<file path="config.mk">
export PLATFORM = sky130hd
export DESIGN_NAME = irq_fiq_interrupt_controller
export DESIGN_NICKNAME = d
export VERILOG_FILES = /design/src/sv/irqc_pkg.sv /design/src/sv/irq_fiq_interrupt_controller.sv /design/src/sv/irqc_apb.sv /design/src/sv/irqc_core.sv
export VERILOG_INCLUDE_DIRS = /design/src /design/src/sv
export SDC_FILE = /design/constraint.sdc
export NUM_CORES = 1
export LEC_CHECK = 0
export ABC_AREA = 1
export BUFFER_PORTS_ARGS = -buffer_cell sky130_fd_sc_hd__buf_2
export CORE_MARGIN = 2
export CORE_UTILIZATION = 30
export DETAILED_ROUTE_END_ITERATION = 10
export HOLD_SLACK_MARGIN = 0.03
export SLEW_MARGIN = 40
export SYNTH_ARGS = -nofsm -noshare
export SYNTH_HDL_FRONTEND = slang
export SYNTH_SLANG_ARGS = --single-unit
</file>
<file path="constraint.sdc">
create_clock -name i_clk -period 3.3 [get_ports i_clk]
set_input_delay 0.33 -clock i_clk [delete_from_list [all_inputs] [get_ports i_clk]]
set_output_delay 0.33 -clock i_clk [all_outputs]
set_load 0.02 [all_outputs]
</file>
<file path="src/sv/irq_fiq_interrupt_controller_defines.svh">
// assertion macros used by the interrupt controller core
`ifndef IRQ_FIQ_INTERRUPT_CONTROLLER_DEFINES_SVH
`define IRQ_FIQ_INTERRUPT_CONTROLLER_DEFINES_SVH

// next cycle implication, checked on i_clk and held off during reset
`define IRQC_ASSERT_NEXT(lbl, ante, cons) \
    lbl: assert property (@(posedge i_clk) disable iff (!i_rst_n) (ante) |=> (cons)) \
        else $error("interrupt controller assertion failed");

// same cycle implication
`define IRQC_ASSERT_NOW(lbl, ante, cons) \
    lbl: assert property (@(posedge i_clk) disable iff (!i_rst_n) (ante) |-> (cons)) \
        else $error("interrupt controller assertion failed");

`endif

</file>
<file path="src/sv/irqc_pkg.sv">
// types and constants shared by the interrupt controller modules
`timescale 1ns / 1ps

package irqc_pkg;

    localparam int unsigned WORD_W = 32;
    localparam logic [7:0]  BYTE_MASK = 8'hFF;

    typedef enum logic [2:0] {
        FUNC_READ     = 3'd0,
        FUNC_WRITE    = 3'd1,
        FUNC_LINE     = 3'd2,
        FUNC_PULSE    = 3'd3,
        FUNC_HOLD_CLR = 3'd4
    } t_func;

    // word index, offset / 4; four and above is acknowledge
    localparam logic [2:0] WIDX_HOLD   = 3'd0;
    localparam logic [2:0] WIDX_STATUS = 3'd1;
    localparam logic [2:0] WIDX_ENABLE = 3'd2;
    localparam logic [2:0] WIDX_MASK   = 3'd3;

    localparam logic [1:0] LANE_TOP = 2'd3;

    // configuration register indexes
    localparam logic [1:0] CFG_LEVEL  = 2'd0;
    localparam logic [1:0] CFG_STATUS = 2'd1;
    localparam logic [1:0] CFG_IRQ    = 2'd2;
    localparam logic [1:0] CFG_FIQ    = 2'd3;

    typedef struct packed {
        logic [WORD_W-1:0] level_bits;
        logic [WORD_W-1:0] status_bits;
        logic [WORD_W-1:0] irq_bits;
        logic [WORD_W-1:0] fiq_bits;
    } t_cfg;

    typedef struct packed {
        t_func             func;
        logic [4:0]        offset;
        logic [7:0]        write_byte;
        logic [WORD_W-1:0] line_bits;
        logic              line_level;
    } t_item;

    typedef struct packed {
        logic [7:0]        read_byte;
        logic [WORD_W-1:0] line_status;
        logic              irq_out;
        logic              fiq_out;
    } t_result;

endpackage

</file>
<file path="src/sv/irq_fiq_interrupt_controller.sv">
// interrupt controller top level: input word register, step logic, result register
//
// input channel: i_valid / o_stall with fields i_func, i_offset, i_write_byte,
// i_line_bits, i_line_level; a word is taken at a rising edge with i_valid high
// and o_stall low. output channel: o_valid / i_stall with o_read_byte,
// o_line_status, o_irq_out and o_fiq_out, one result word per input word.
// the word lands in the input register; the step logic then updates the
// interrupt words and fills the result register. throughput is one word per
// cycle while the receiver does not stall, set by the combinational step
// between the two registers. when the receiver stalls with a result waiting, both
// stages freeze and o_stall rises in the same cycle; the result register holds.
// the apb port writes level, status, irq and fiq bit sets at byte 0, 4, 8, 12;
// the user must write it only while no word is in flight; no hardware enforces it.
// synchronous active-low reset clears all interrupt words, scratch words,
// configuration and the valid flags.
`timescale 1ns / 1ps

module irq_fiq_interrupt_controller
    import irqc_pkg::*;
(
    input  logic        i_clk,
    input  logic        i_rst_n,
    input  logic        i_valid,
    output logic        o_stall,
    input  logic [2:0]  i_func,
    input  logic [4:0]  i_offset,
    input  logic [7:0]  i_write_byte,
    input  logic [31:0] i_line_bits,
    input  logic        i_line_level,
    output logic        o_valid,
    input  logic        i_stall,
    output logic [7:0]  o_read_byte,
    output logic [31:0] o_line_status,
    output logic        o_irq_out,
    output logic        o_fiq_out,
    input  logic        psel,
    input  logic        penable,
    input  logic        pwrite,
    input  logic [3:0]  paddr,
    input  logic [31:0] pwdata,
    output logic [31:0] prdata,
    output logic        pready
);

    logic    adv;
    logic    r_in_valid, r_out_valid;
    t_item   r_item;
    t_result r_res, step_res;
    t_cfg    cfg;

    // pipeline moves unless a result is waiting on a stalled receiver
    assign adv     = !(r_out_valid && i_stall);
    assign o_stall = !adv;

    always_ff @(posedge i_clk) begin
        if (!i_rst_n) begin
            r_in_valid  <= 1'b0;
            r_out_valid <= 1'b0;
        end else if (adv) begin
            r_in_valid  <= i_valid;
            r_out_valid <= r_in_valid;
        end
    end

    always_ff @(posedge i_clk) begin
        if (adv && i_valid) begin
            r_item.func       <= t_func'(i_func);
            r_item.offset     <= i_offset;
            r_item.write_byte <= i_write_byte;
            r_item.line_bits  <= i_line_bits;
            r_item.line_level <= i_line_level;
        end
        if (adv && r_in_valid) begin
            r_res <= step_res;
        end
    end

    irqc_apb u_apb (
        .i_clk   (i_clk),
        .i_rst_n (i_rst_n),
        .psel    (psel),
        .penable (penable),
        .pwrite  (pwrite),
        .paddr   (paddr),
        .pwdata  (pwdata),
        .prdata  (prdata),
        .pready  (pready),
        .o_cfg   (cfg)
    );

    irqc_core u_core (
        .i_clk   (i_clk),
        .i_rst_n (i_rst_n),
        .i_step  (adv && r_in_valid),
        .i_item  (r_item),
        .i_cfg   (cfg),
        .o_res   (step_res)
    );

    assign o_valid       = r_out_valid;
    assign o_read_byte   = r_res.read_byte;
    assign o_line_status = r_res.line_status;
    assign o_irq_out     = r_res.irq_out;
    assign o_fiq_out     = r_res.fiq_out;

endmodule

</file>
<file path="src/sv/irqc_apb.sv">
// configuration registers behind the apb port
`timescale 1ns / 1ps

module irqc_apb
    import irqc_pkg::*;
(
    input  logic        i_clk,
    input  logic        i_rst_n,
    input  logic        psel,
    input  logic        penable,
    input  logic        pwrite,
    input  logic [3:0]  paddr,
    input  logic [31:0] pwdata,
    output logic [31:0] prdata,
    output logic        pready,
    output t_cfg        o_cfg
);

    t_cfg       r_cfg;
    logic       wr_en;
    logic [1:0] reg_idx;

    assign pready  = 1'b1;
    assign wr_en   = psel & penable & pwrite;
    assign reg_idx = paddr[3:2];

    always_ff @(posedge i_clk) begin
        if (!i_rst_n) begin
            r_cfg <= '0;
        end else if (wr_en) begin
            unique case (reg_idx)
                CFG_LEVEL:  r_cfg.level_bits  <= pwdata;
                CFG_STATUS: r_cfg.status_bits <= pwdata;
                CFG_IRQ:    r_cfg.irq_bits    <= pwdata;
                CFG_FIQ:    r_cfg.fiq_bits    <= pwdata;
                default:    ;
            endcase
        end
    end

    always_comb begin
        unique case (reg_idx)
            CFG_LEVEL:  prdata = r_cfg.level_bits;
            CFG_STATUS: prdata = r_cfg.status_bits;
            CFG_IRQ:    prdata = r_cfg.irq_bits;
            CFG_FIQ:    prdata = r_cfg.fiq_bits;
            default:    prdata = '0;
        endcase
    end

    assign o_cfg = r_cfg;

endmodule

</file>
<file path="src/sv/irqc_core.sv">
// interrupt state words, byte collection and per-word step logic
`timescale 1ns / 1ps
`include "irq_fiq_interrupt_controller_defines.svh"

module irqc_core
    import irqc_pkg::*;
(
    input  logic    i_clk,
    input  logic    i_rst_n,
    input  logic    i_step,
    input  t_item   i_item,
    input  t_cfg    i_cfg,
    output t_result o_res
);

    logic [WORD_W-1:0] r_hold, r_status, r_enable, r_mask;
    logic [WORD_W-1:0] r_en_col, r_mask_col, r_ack_col;
    logic [WORD_W-1:0] n_hold, n_status, n_enable, n_mask;
    logic [WORD_W-1:0] n_en_col, n_mask_col, n_ack_col;

    logic [2:0]        widx;
    logic [1:0]        lane;
    logic [4:0]        shamt;
    logic [WORD_W-1:0] lane_mask, lane_data, line, rd_word;
    logic [7:0]        rd_byte;

    assign widx      = i_item.offset[4:2];
    assign lane      = i_item.offset[1:0];
    assign shamt     = {lane, 3'b000};
    assign lane_mask = {24'd0, BYTE_MASK} << shamt;
    assign lane_data = {24'd0, i_item.write_byte} << shamt;
    assign line      = i_item.line_bits;

    // read mux, mask and acknowledge read back as zero
    always_comb begin
        case (widx)
            WIDX_HOLD:   rd_word = r_hold;
            WIDX_STATUS: rd_word = r_status;
            WIDX_ENABLE: rd_word = r_enable;
            default:     rd_word = '0;
        endcase
        rd_byte = 8'(rd_word >> shamt);
    end

    always_comb begin
        n_hold     = r_hold;
        n_status   = r_status;
        n_enable   = r_enable;
        n_mask     = r_mask;
        n_en_col   = r_en_col;
        n_mask_col = r_mask_col;
        n_ack_col  = r_ack_col;
        case (i_item.func)
            FUNC_WRITE: begin
                case (widx)
                    WIDX_HOLD, WIDX_STATUS: ;
                    WIDX_ENABLE: begin
                        n_en_col = (r_en_col & ~lane_mask) | lane_data;
                        if (lane == LANE_TOP) n_enable = r_enable | n_en_col;
                    end
                    WIDX_MASK: begin
                        n_mask_col = (r_mask_col & ~lane_mask) | lane_data;
                        if (lane == LANE_TOP) begin
                            n_enable = r_enable & ~n_mask_col;
                            n_mask   = n_mask_col;
                        end
                    end
                    default: begin
                        n_ack_col = (r_ack_col & ~lane_mask) | lane_data;
                        if (lane == LANE_TOP) begin
                            n_hold   = r_hold & ~n_ack_col;
                            n_status = r_status & ~(n_ack_col & ~i_cfg.level_bits);
                        end
                    end
                endcase
            end
            FUNC_LINE: begin
                if (line != '0) begin
                    if (i_item.line_level) begin
                        n_hold   = r_hold | line;
                        n_status = r_status | (line & i_cfg.status_bits);
                    end else begin
                        n_hold   = r_hold & ~line;
                        n_status = r_status & ~line;
                    end
                end
            end
            FUNC_PULSE: begin
                if (line != '0) begin
                    n_hold = r_hold | line;
                    if (i_item.line_level) n_status = r_status | (line & i_cfg.status_bits);
                    else                   n_status = r_status & ~line;
                end
            end
            FUNC_HOLD_CLR: begin
                n_hold = r_hold & ~line;
            end
            default: ;
        endcase
    end

    always_ff @(posedge i_clk) begin
        if (!i_rst_n) begin
            r_hold     <= '0;
            r_status   <= '0;
            r_enable   <= '0;
            r_mask     <= '0;
            r_en_col   <= '0;
            r_mask_col <= '0;
            r_ack_col  <= '0;
        end else if (i_step) begin
            r_hold     <= n_hold;
            r_status   <= n_status;
            r_enable   <= n_enable;
            r_mask     <= n_mask;
            r_en_col   <= n_en_col;
            r_mask_col <= n_mask_col;
            r_ack_col  <= n_ack_col;
        end
    end

    assign o_res.read_byte   = (i_item.func == FUNC_READ) ? rd_byte : 8'd0;
    assign o_res.line_status = n_status & line;
    assign o_res.irq_out     = |(n_hold & n_enable & i_cfg.irq_bits);
    assign o_res.fiq_out     = |(n_hold & n_enable & i_cfg.fiq_bits);

    // step kinds watched by the checks below
    logic step_read, step_ro_write, step_mask_top;

    assign step_read     = i_step && i_item.func == FUNC_READ;
    assign step_ro_write = i_step && i_item.func == FUNC_WRITE && widx <= WIDX_STATUS;
    assign step_mask_top = i_step && i_item.func == FUNC_WRITE && widx == WIDX_MASK
                           && lane == LANE_TOP;

    // reads never disturb the interrupt words
    `IRQC_ASSERT_NEXT(a_read_keeps_state, step_read, $stable({r_hold, r_status, r_enable, r_mask}))
    // writes to hold or status touch no scratch word
    `IRQC_ASSERT_NEXT(a_ro_write_keeps_scratch, step_ro_write, $stable({r_en_col, r_mask_col, r_ack_col}))
    // a finished mask write leaves no masked bit enabled
    `IRQC_ASSERT_NEXT(a_mask_clears_enable, step_mask_top, (r_enable & r_mask) == '0)

endmodule
</file>
======== After elaboration in Yosys (flattened, before gate mapping) ========
Index checks and enable logic that the tools add are counted.
cells by class
  eq/ne operators ......................... 11
  shifts and indexed selects .............. 3
  muxes and demuxes ....................... 17
  bitwise logic cells ..................... 29
  reduce and logical (&&, ||, !) cells .... 19
operators with widths
  kind                                                                count
  32-bit bitwise AND                                                  14
  32-bit 2-to-1 mux                                                   12
  32-bit one-hot mux with 4 select lines                              2
  32-bit inverter                                                     6
  32-bit bitwise OR                                                   6
  32-bit one-hot mux with 2 select lines                              2
  32-bit one-hot mux with 3 select lines                              1
  32-bit OR reduction                                                 2
  32-bit nonzero test                                                 1
  8-bit by 5-bit << shifter with 32-bit output                        1
  8-bit by 5-bit << shifter with 32-bit output, first input constant  1
  32-bit by 5-bit right shift with 8-bit output                       1
  3-bit by 2-bit == test with 1-bit output, second input constant     4
  3-bit AND reduction                                                 3
  2-bit AND reduction                                                 4
  2-bit == test, second input constant                                3
  3-bit by 1-bit == test with 1-bit output, second input constant     2
  3-bit zero test                                                     2
  4-bit OR reduction                                                  1
  3-bit == test, second input constant                                1
  1-bit logical AND                                                   3
  1-bit bitwise AND                                                   2
  2-bit by 1-bit == test with 1-bit output, second input constant     1
  2-bit zero test                                                     1
  3 further kinds                                                     3
word-level totals
  bits in registers ....................... 413
  output and inout port bits .............. 77
  word-level logic and storage cells ...... 100

======== Depth between registers and ports, before layout ========
  word-level depth ........................ 12
  gate-level depth with buffers ........... 17
  mapped depth without buffers ............ 15

======== Cells and area by module ========
A second synthesis with hierarchy kept.
unflattened totals
  cells, all modules ...................... 2882
  area, all modules ....................... 20278.2 µm²
modules (own cells, without submodules)
  module                        instances  cells each  area an instance (µm²)  seq. area each (µm²)
  irqc_core                     1          1863        11567.3                 3523.4
  irqc_apb                      1          916         5888.1                  2562.5
  irq_fiq_interrupt_controller  1          103         2822.7                  2772.7

======== Least setup slack after synthesis ========
OpenSTA, ideal clock, no wires.
  kind .................................... reg-to-reg
  from .................................... register r_out_valid (netlist: o_valid)
  to ...................................... register r_res, in the netlist o_fiq_out, enable pin
  library setup time ...................... 0.420 ns
  arrival time ............................ 2.022 ns
  path slack .............................. 0.858 ns
  stages on the path, launching flop included .. 5
  buffers on the path ..................... 1
  period minus slack after synthesis ...... 2.442 ns
  cells stage by stage .................... dfxtp_1 > nand2_1 > inv_2 > nor2_4 > buf_1
on the way
  word-level cells in the longest chain between the ends .. 3
ends and longest elaborated chain
  element                 line                                text
  start, declared         irq_fiq_interrupt_controller.sv:46  logic r_in_valid, r_out_valid;
  start signal, assigned  irq_fiq_interrupt_controller.sv:61  r_out_valid <= r_in_valid;
  1-bit logical AND       irq_fiq_interrupt_controller.sv:52  assign adv = !(r_out_valid && i_stall);
  net o_stall             irq_fiq_interrupt_controller.sv:24  output logic o_stall,
  1-bit zero test         irq_fiq_interrupt_controller.sv:52
  1-bit logical AND       -
  net u_core.i_step       irqc_core.sv:10                     input logic i_step,
  end signal, assigned    irq_fiq_interrupt_controller.sv:74  r_res <= step_res;
  end, declared           irq_fiq_interrupt_controller.sv:48  t_result r_res, step_res;
The timed path passes the listed nets, and every way through them passes these cells.
A chain may end at the register's enable or synchronous reset.

==> run_results.csv <==
group,metric,value,unit
power_and_ir_drop,power_frac_seq,45.3,%
clock_tree,cts_root_buf,"clkbuf_16",
setup_path,worstPathRequired,3.62,ns
global_route,grt_pass1_vias,17500,
detailed_routing,drt_drc_violations_left,0,
synthesis,synth_seq_cells,397,
timing,fin_skew,0.01799,ns
clock_tree,clock_latency,0.57,ns
power_and_ir_drop,p_sw,3.241,mW
setup_path,critPathCaptureType,"flip-flop",
timing,drv_slew,0,
timing,setup_viol,0,
detailed_routing,vias,19260,
placement,gp_congestion,0.9175,
timing,grt_setup_unrepaired,"no",
synthesis,synth.most_common_cell,"nand2_1",
timing,max_freq,0.3510,GHz
placement,dp_hpwl,53160,um
detailed_routing,wl_per_cell,20.37,um
global_route,met3_usage,3.161,%
clock_tree,cts_tree,"built",
timing,fin_setup_tns,0,ns
final_layout,seq_area,8859,um2
detailed_routing,firstDrtPassIters,6,
global_route,met2_usage,33.68,%
timing,max_slew.worst_pin.slew,0.8427,ns
synthesis,synth_commonest_cells,"nand2_1, nor2_1, dfxtp_1",
clock_tree,post_cts_buffers,0,
synthesis,synth_edf_count,91,
power_and_ir_drop,netSwitchingFraction,27.40,%
power_and_ir_drop,power_density,514.7,nW/um2
synthesis,ys.flop_type,"dfxtp_1",
setup_path,path_max_fanout,32,
synthesis,synthesis.nets,2732,
global_route,antenna_found_initial,0,
power_and_ir_drop,p_int,8.587,mW
die,die_h,257.8,um
detailed_routing,routed_wl,74750,um
synthesis,ys.warnings.count,0,
setup_path,cp.arrival,3.17,ns
die,rows,93,
die,initial_core_util,30.18,%
min_path,hold_class,"in -> reg",
clock_tree,cts_num_sinks,397,
synthesis,synth_cell_types,37,
final_layout,multi_input_area,8773,um2
clock_tree,clk_path_buf_depth,3,
power_and_ir_drop,combPwrFrac,11.4,%
detailed_routing,ant_nets,0,
synthesis,async_flop_share,0,%
synthesis,syn-cell-area,19320,um2
setup_path,crit_type,"reg -> reg",
final_layout,area_growth,18.96,%
timing,fin_crit,2.849,ns
timing,finalHoldViolCount,0,
power_and_ir_drop,max-vdd-ir-drop,0.3859,mV
clock_tree,cts.htree.levels,2,
run,maxCapViolCount,0,
final_layout,num_antenna_cells,0,
global_route,grt.total_usage,21.88,%
die,ios,169,
synthesis,yosysTopAreaCell,"dfxtp_1",
clock_tree,clkTransAtPathRegs,0.06,ns
synthesis,syn_avg_cell_area,7.317,um2
final_layout,drive_gt1_share,11.73,%
global_route,grt_pass1_wl,112200,um
synthesis,seq_area_frac_synth,45.86,%
power_and_ir_drop,p_leak,9.294,nW
final_layout,postLayoutCellArea,22980,um2
global_route,use_met1,31.15,%
synthesis,syn-instance-count,2640,
die,coreArea,64000,um2
final_layout,final_nets,2872,
clock_tree,ctsResizeCount,0,
final_layout,nFillCells,6829,
detailed_routing,viasPerCell,5.250,
clock_tree,cts_buffers,42,
global_route,top_usage_layer,"met2",
die,die_x,257.8,um
setup_path,worstSetupStartpointType,"flip-flop",
placement,port_buffers,165,
power_and_ir_drop,p_clk_share,43.3,%
global_route,grt_start_max_net_pins,212,
placement,dpl-instance-area,21030,um2
timing,relSlewSlack,43.82,%
outcome,status,"finished clean",
synthesis,synth_area_leaders,"dfxtp_1, edfxtp_1, nand2_1",
die,die_area,66440,um2
timing,min_period_over_period,86.32,%
synthesis,synth_top_area_share,31.71,%
global_route,overflow,0,
detailed_routing,drt_iter0_drc,2326,
-- final timing paths --
path	cells after the start	slack [ns]	to	from
hold reg to reg	2	0.46	u_core.r_mask_col[6]	u_core.r_mask_col[6]
setup reg to reg	15	0.45	o_irq_out	r_item[48]
setup / recovery	15	0.45	o_irq_out	r_item[48]
hold / removal	1	0.04	r_item[47]	i_func[1]
-- layout by cell type, fill, tap and decap left out, types with 45 or more instances in the layout --
| cell type | Yosys | layout |
|---|---|---|
| inv_1 | 241 | 240 |
| buf_2 | 40 | 164 |
| nor2_1 | 401 | 397 |
| nand3_1 | 148 | 148 |
| a21oi_1 | 130 | 130 |
| dlygate4sd3_1 | 0 | 48 |
| nand2_1 | 451 | 451 |
| clkbuf_16 | 0 | 45 |
| o21ai_0 | 285 | 285 |
| buf_4 | 6 | 62 |
| dfxtp_1 | 306 | 306 |
| a31oi_1 | 85 | 85 |
| edfxtp_1 | 91 | 91 |
| nand4_1 | 46 | 46 |
-- metrics by stage --
| stage | hold slack, ns | setup WS [ns] | power, mW | utilization (%) | cells |
|---|---|---|---|---|---|
| finish | 0.04146 | 0.4514 | 11.83 | 35.91 | 3669 |
| detailed placement | 0.4503 | 0.5517 | 6.733 | 32.86 | 3543 |
| floorplan | 0.4247 | 0.8583 | 6.185 | - | 2640 |
| global placement | 0.4433 | 0.5811 | 6.721 | 32.86 | 3543 |
| CTS | 0.03056 | 0.5154 | 11.84 | 35.90 | 3669 |
| global route | 0.03958 | 0.2458 | 12.19 | 35.91 | 3669 |
-- registers in the layout (all words and copies together) (netlist names) --
register	flops
u_core.r_enable	32
o_irq_out	1
u_core.r_hold	32
u_apb.o_cfg	128
o_line_status	32
u_core.r_en_col	24
o_read_byte	8
u_core.r_mask_col	24
u_core.r_ack_col	32
o_valid	1
r_item	49
u_core.r_status	32
o_fiq_out	1
r_in_valid	1
-- power groups by stage --
stage | clock, mW | sequential (mW) | combinational, mW
floorplan | 0 | 5.40 | 0.790
global placement | 0 | 5.46 | 1.26
detailed placement | 0 | 5.46 | 1.27
CTS | 5.17 | 5.35 | 1.32
global route | 5.34 | 5.38 | 1.48
finish | 5.12 | 5.36 | 1.35
-- per-layer routing --
metal | vias to the layer above | part of all wire (%)
li1 | 9248 | -
met2 | 897 | 44
met4 | 0 | 3.7
met5 | - | 0
met3 | 125 | 8.1
met1 | 8992 | 45
-- cell families after synthesis --
logic type | Yosys count | share of synthesized area [%]
AND/OR/NAND/NOR | 1118 | 24.18
AO/OA/AOI/OAI | 688 | 21.09
buffers and inverters | 436 | 8.854
flip-flops | 397 | 45.86
other | 1 | 0.01941
-- critical path: stages (launching register included) --
cell      delay (ns)
edfxtp_1        0.57
inv_2           0.14
nand2_2         0.08
nor2_4          0.11
buf_4           0.39
nand2_2         0.29
nor2_2          0.19
nand2_1         0.06
nand2_1         0.14
inv_1           0.09
nand3_1         0.08
nand2_1         0.05
nor2_1          0.15
nand2_1         0.07
nor2_1          0.13
nand2_1         0.07
-- area by class of cell --
class	count	share of cell area [%]
clock buffers	53	5.118
clock inverters	25	1.263
inverters	253	4.149
multi-input cells	1807	38.18
flip-flops and latches	397	38.55
well taps	855	4.655
repair buffers	279	8.086
-- what timing repair did --
item,CTS,global route
hold endpoints to repair,48,0
hold buffers,48,0
setup endpoints to repair,0,0
Note: power is estimated with default switching activity, not from simulation.
